--- config.mk ---
export PLATFORM = sky130hd
export DESIGN_NAME = tks_cell
export DESIGN_NICKNAME = d
export VERILOG_FILES = /design/src/assert_macros.svh /design/src/tks_pkg.sv /design/src/tks_cell.sv
export SDC_FILE = /design/constraint.sdc
export NUM_CORES = 1
export LEC_CHECK = 0
export BUFFER_PORTS_ARGS = -buffer_cell sky130_fd_sc_hd__clkbuf_2
export CORE_UTILIZATION = 50
export CTS_CLUSTER_DIAMETER = 150
export DETAILED_ROUTE_END_ITERATION = 8
export PLACE_DENSITY = 0.83
export SYNTH_ARGS = -nofsm -noshare
export SYNTH_HDL_FRONTEND = slang
export SYNTH_SLANG_ARGS = --single-unit
--- constraint.sdc ---
create_clock -name clk_i -period 13.2 [get_ports clk_i]
set_clock_uncertainty 0.05 [all_clocks]
set_input_delay 0.66 -clock clk_i [delete_from_list [all_inputs] [get_ports clk_i]]
set_output_delay 0.66 -clock clk_i [all_outputs]
set_load 0.05 [all_outputs]
--- src/assert_macros.svh ---
// Assertion macros shared by the RTL of the top-k selector.
// Depends on nothing; expects clk_i and rst_ni in the including scope.
`ifndef ASSERT_MACROS_SVH
`define ASSERT_MACROS_SVH
`ifndef NO_ASSERTIONS
// Property that must hold at every clock edge out of reset
`define TKS_ASSERT_ALWAYS(lbl, expr) \
  lbl: assert property (@(posedge clk_i) disable iff (!rst_ni) (expr)) \
    else $error("assertion failed");
// Antecedent in one cycle implies consequent in the next
`define TKS_ASSERT_NEXT(lbl, ante, cons) \
  lbl: assert property (@(posedge clk_i) disable iff (!rst_ni) (ante) |=> (cons)) \
    else $error("assertion failed");
`else
`define TKS_ASSERT_ALWAYS(lbl, expr)
`define TKS_ASSERT_NEXT(lbl, ante, cons)
`endif
`endif

--- src/tks_pkg.sv ---
// Package of the top-k selector: field widths, beat types, cell control, states.
// No dependencies.
package tks_pkg;

  localparam int SizeW      = 48;
  localparam int TagW       = 16;
  localparam int KeepW      = 6;
  localparam int MaxKeepDef = 32;

  localparam logic [KeepW-1:0] KeepReset = 6'd20;

  // func field codes
  localparam logic FuncOffer  = 1'b0;
  localparam logic FuncFinish = 1'b1;

  typedef struct packed {
    logic            func;
    logic [SizeW-1:0] entry_size;
    logic [TagW-1:0]  entry_tag;
  } in_beat_t;

  typedef struct packed {
    logic             out_valid;
    logic [SizeW-1:0] out_size;
    logic [TagW-1:0]  out_tag;
    logic             out_last;
  } out_beat_t;

  typedef struct packed {
    logic [SizeW-1:0] size;
    logic [TagW-1:0]  tag;
  } entry_t;

  // Broadcast control from the top level to every cell
  typedef struct packed {
    logic   ins;        // insert new_entry into the sorted chain
    logic   drain;      // shift the chain one place toward the head
    entry_t new_entry;
  } cell_ctrl_t;

  typedef enum logic [1:0] {
    ST_IDLE,
    ST_DRAIN,
    ST_EMPTY
  } state_e;

endpackage

--- src/tks_cell.sv ---
// One cell of the sorted chain: holds one entry, compares it to the offered one
// and loads the new entry or takes data from its upper or lower neighbor. Depends on tks_pkg.
module tks_cell (
  input  logic               clk_i,
  input  tks_pkg::cell_ctrl_t ctrl_i,
  input  logic               valid_i,
  input  logic               prev_ge_i,
  input  tks_pkg::entry_t    prev_entry_i,
  input  tks_pkg::entry_t    next_entry_i,
  output tks_pkg::entry_t    entry_o,
  output logic               ge_o
);

  tks_pkg::entry_t entry_q, entry_d;

  // held entry stays ahead of the new one (ties keep arrival order)
  assign ge_o = valid_i && (entry_q.size >= ctrl_i.new_entry.size);

  // insert: first cell below the split loads the new entry, the rest shift down; drain takes the next entry
  always_comb begin
    entry_d = entry_q;
    if (ctrl_i.ins && !ge_o) begin
      entry_d = prev_ge_i ? ctrl_i.new_entry : prev_entry_i;
    end else if (ctrl_i.drain) begin
      entry_d = next_entry_i;
    end
  end

  always_ff @(posedge clk_i) begin
    entry_q <= entry_d;
  end

  assign entry_o = entry_q;

endmodule
==> impl_results.md <==
* Share of cells above drive strength 1 at about 44%
* Top post-synthesis cells by count: nand2_1, a21oi_1, nor2b_1, edfxtp_1, mux2_2
* Area Growth Syn to Fin at 26.0%
* Largest net degree at the start of global routing at 67
* Syn Area/Cell at 9.26 sq um
* Final nets at about 1100
* Number of synthesized flops with an enable pin at 64
* Setup crit end kind: register
* Worst-path clk slew at 0.06 ns
* # rows at 40
* Hold WS at roughly 0.7 ns
* Post-Syn Area at between 6000 and 7000 sq um
* CTS tree: yes
* Resized Gates After CTS at 0
* Synth Instances at 674
* Global-route wire length before repair at ~28 mm
* Post-CTS Setup Bufs at 0
* Synth cell types at 35
* Core ar. at around 12000 sq um
* CTS Buf Count at 9
* Antenna diodes at 0
* DRC viols at 0
* Wirelength per Cell at ~16 microns
* Max reg flops at between 60 and 70
* Peak Freq at 241 MHz
* Crit path depth at 9
* Clock latency on the worst-skew pair at 0.32 ns
* Buf/Inv on CP at 3
* PortBufs at between 200 and 300
* Compound-cell area share of the yosys netlist at 23.7%
* Final-report hold violation count at 0
* Syn Nets at roughly 920
* Top-count cell post-synth: nand2_1
* Crit Path Max Fanout at 65
* DP Wirelength at 12.6 mm
* Initial Util at approximately half
* Leak at 3.54 nW
* Hold path cells at 3
* Slew @ Worst Pin at roughly 1.1 ns
* All-layer global routing usage at roughly 27%
* Post-synth top area share at a little under a third
* Yosys top cell by area: edfxtp_1
* Yosys warnings at 0
* Worst Setup Start Kind: input port
* Tmin final at 4.16 ns
* Worst-case reg-to-reg path depth at 9
* Routed Antenna Nets at 0
* Seq cells post-synth at 64
* Status: finished clean
* Slew Viols, Final at 0
* XOR/XNOR Fraction of Synth Area at 0%
* Power Density at ~120 nW/um^2
* Die area at 12900 sq um
* H-tree depth at 3
* Largest family of logic cells by synthesized area: compound AO/OA/AOI/OAI gates
* Post-Synth Adder-Cell Area at ~9.6%
* Worst path max stage delay at 0.83 ns
* Root buffer cell: clkbuf_16
* Fraction of registers with async set/reset at 0%
* GP Congestion at ~0.8
* Die width at 114 microns
* Vias in the first global route at ~5900
* Routed vias/inst at approximately 5.6
* Max Cap Viol at 0
* Initial antenna violation count at 0
* Drt pass-1 iters at 5
* Endpoints failing setup at 0
* Top FF cell, synth: edfxtp_1
* Crit Path Category: in -> reg
* Critical path data required time at about 13 ns
* Critical path cell sequence: clkbuf_2, inv_1, ha_1, nand4_1, nor4_1, and3_1, a21o_4, o21ai_4, buf_4
* Non-filler instance count after layout at ~1100
* Top Family by Delay on Critical Path: compound AO/OA/AOI/OAI gates
* Detailed Route WL at 17.7 mm
* Die height at 114 microns
* Simple-gate area share of the yosys netlist at between 10% and 20%
* Critical path arrival at approximately 4.1 ns
* Clock sinks at 64
* # hold bufs at CTS at 0
* Slew headroom at between 20% and 30%
* Slowest cell on crit path: a21o_4
* Clock Path Buffers at 2
* Fin Setup TNS at 0 ns
* DR vias at around 6100
* Initial DRC Count at 326
* Placed Cells at ~1100
* Final-layout fill cell count at 1039
* Post-synthesis sequential area ratio at around 30%
* Total I/O pin count at about 260
* Worst VDD drop at 0.0000760 V
* HP Class: in -> reg
* Proportion of synthesized area in mux cells at between 10 and 15%
* Total global routing overflow at 0
* Final Power at between 0.0009 and 0.001 W
* Fin crit share at a little under a third
* Unrepaired setup endpoints after global routing: false
* Synth top area cells: edfxtp_1, o221ai_2, mux2_2, ha_1, nand2_1
## worst paths after layout
check / startpoint / to / slack, ns
max: ctrl_i[59] / entry_o[5] / 9.04
min: next_entry_i[60] / entry_o[60] / 0.68
max reg2reg: entry_o[16] / entry_o[5] / 9.07
min reg2reg: entry_o[63] / entry_o[53] / 1.34
## through the flow
step,setup slack (ns),instance area [sq um],util (%)
2_1_floorplan,5.96,6240,-
4_1_cts,8.98,7860,64.9
5_1_grt,8.81,7860,64.9
3_3_place_gp,8.65,7580,62.6
6_report,9.04,7860,64.9
3_5_place_dp,8.65,7580,62.6
## worst min-delay path, stage by stage
cell and delay (ns):
clkbuf_2 0.08, nand2_1 0.06, o221ai_2 0.14
## routing by layer
layer / vias up / GRT usage [%] / wire length (microns)
met1: 2809 / 33.6 / 7310
met4: 0 / 8.51 / 259
met5: - / 0 / 0
met3: 21 / 5.05 / 1420
met2: 295 / 47.2 / 8740
li1: 2933 / - / -
## cell usage in the layout (no fill, tap or decap), types with 15 or more instances in the layout
cell,Yosys,layout
nand2_1,138,138
o221ai_2,50,50
inv_1,50,50
mux2_2,64,64
edfxtp_1,64,64
nor2b_1,67,66
clkbuf_2,0,260
ha_1,48,48
a21oi_1,86,85
o221ai_1,15,15
## layout make-up
cell class	instances	area, sq um	area share (%)
Clock buffer	11	233	2.96
Clock inverter	5	47.5	0.605
Inverter	50	188	2.39
Multi-Input combinational cell	511	3910	49.7
Sequential cell	64	1920	24.4
Tap cell	168	210	2.67
Timing Repair Buffer	268	1360	17.3
## kinds of logic after synthesis
logic type,count (synthesis)
buffers and inverters,99
DFF,64
muxes,64
adders and majority gates,48
and+or+nand+nor,225
AOI/OAI and AO/OA,174
## where the power goes
part	switching (W)	total, W	internal [W]
Sequential	0.0000209	0.000297	0.000276
Combinational	0.000303	0.000441	0.000139
Clock	0.0000829	0.000227	0.000144
No activity file was read; power rests on OpenSTA's default activity.
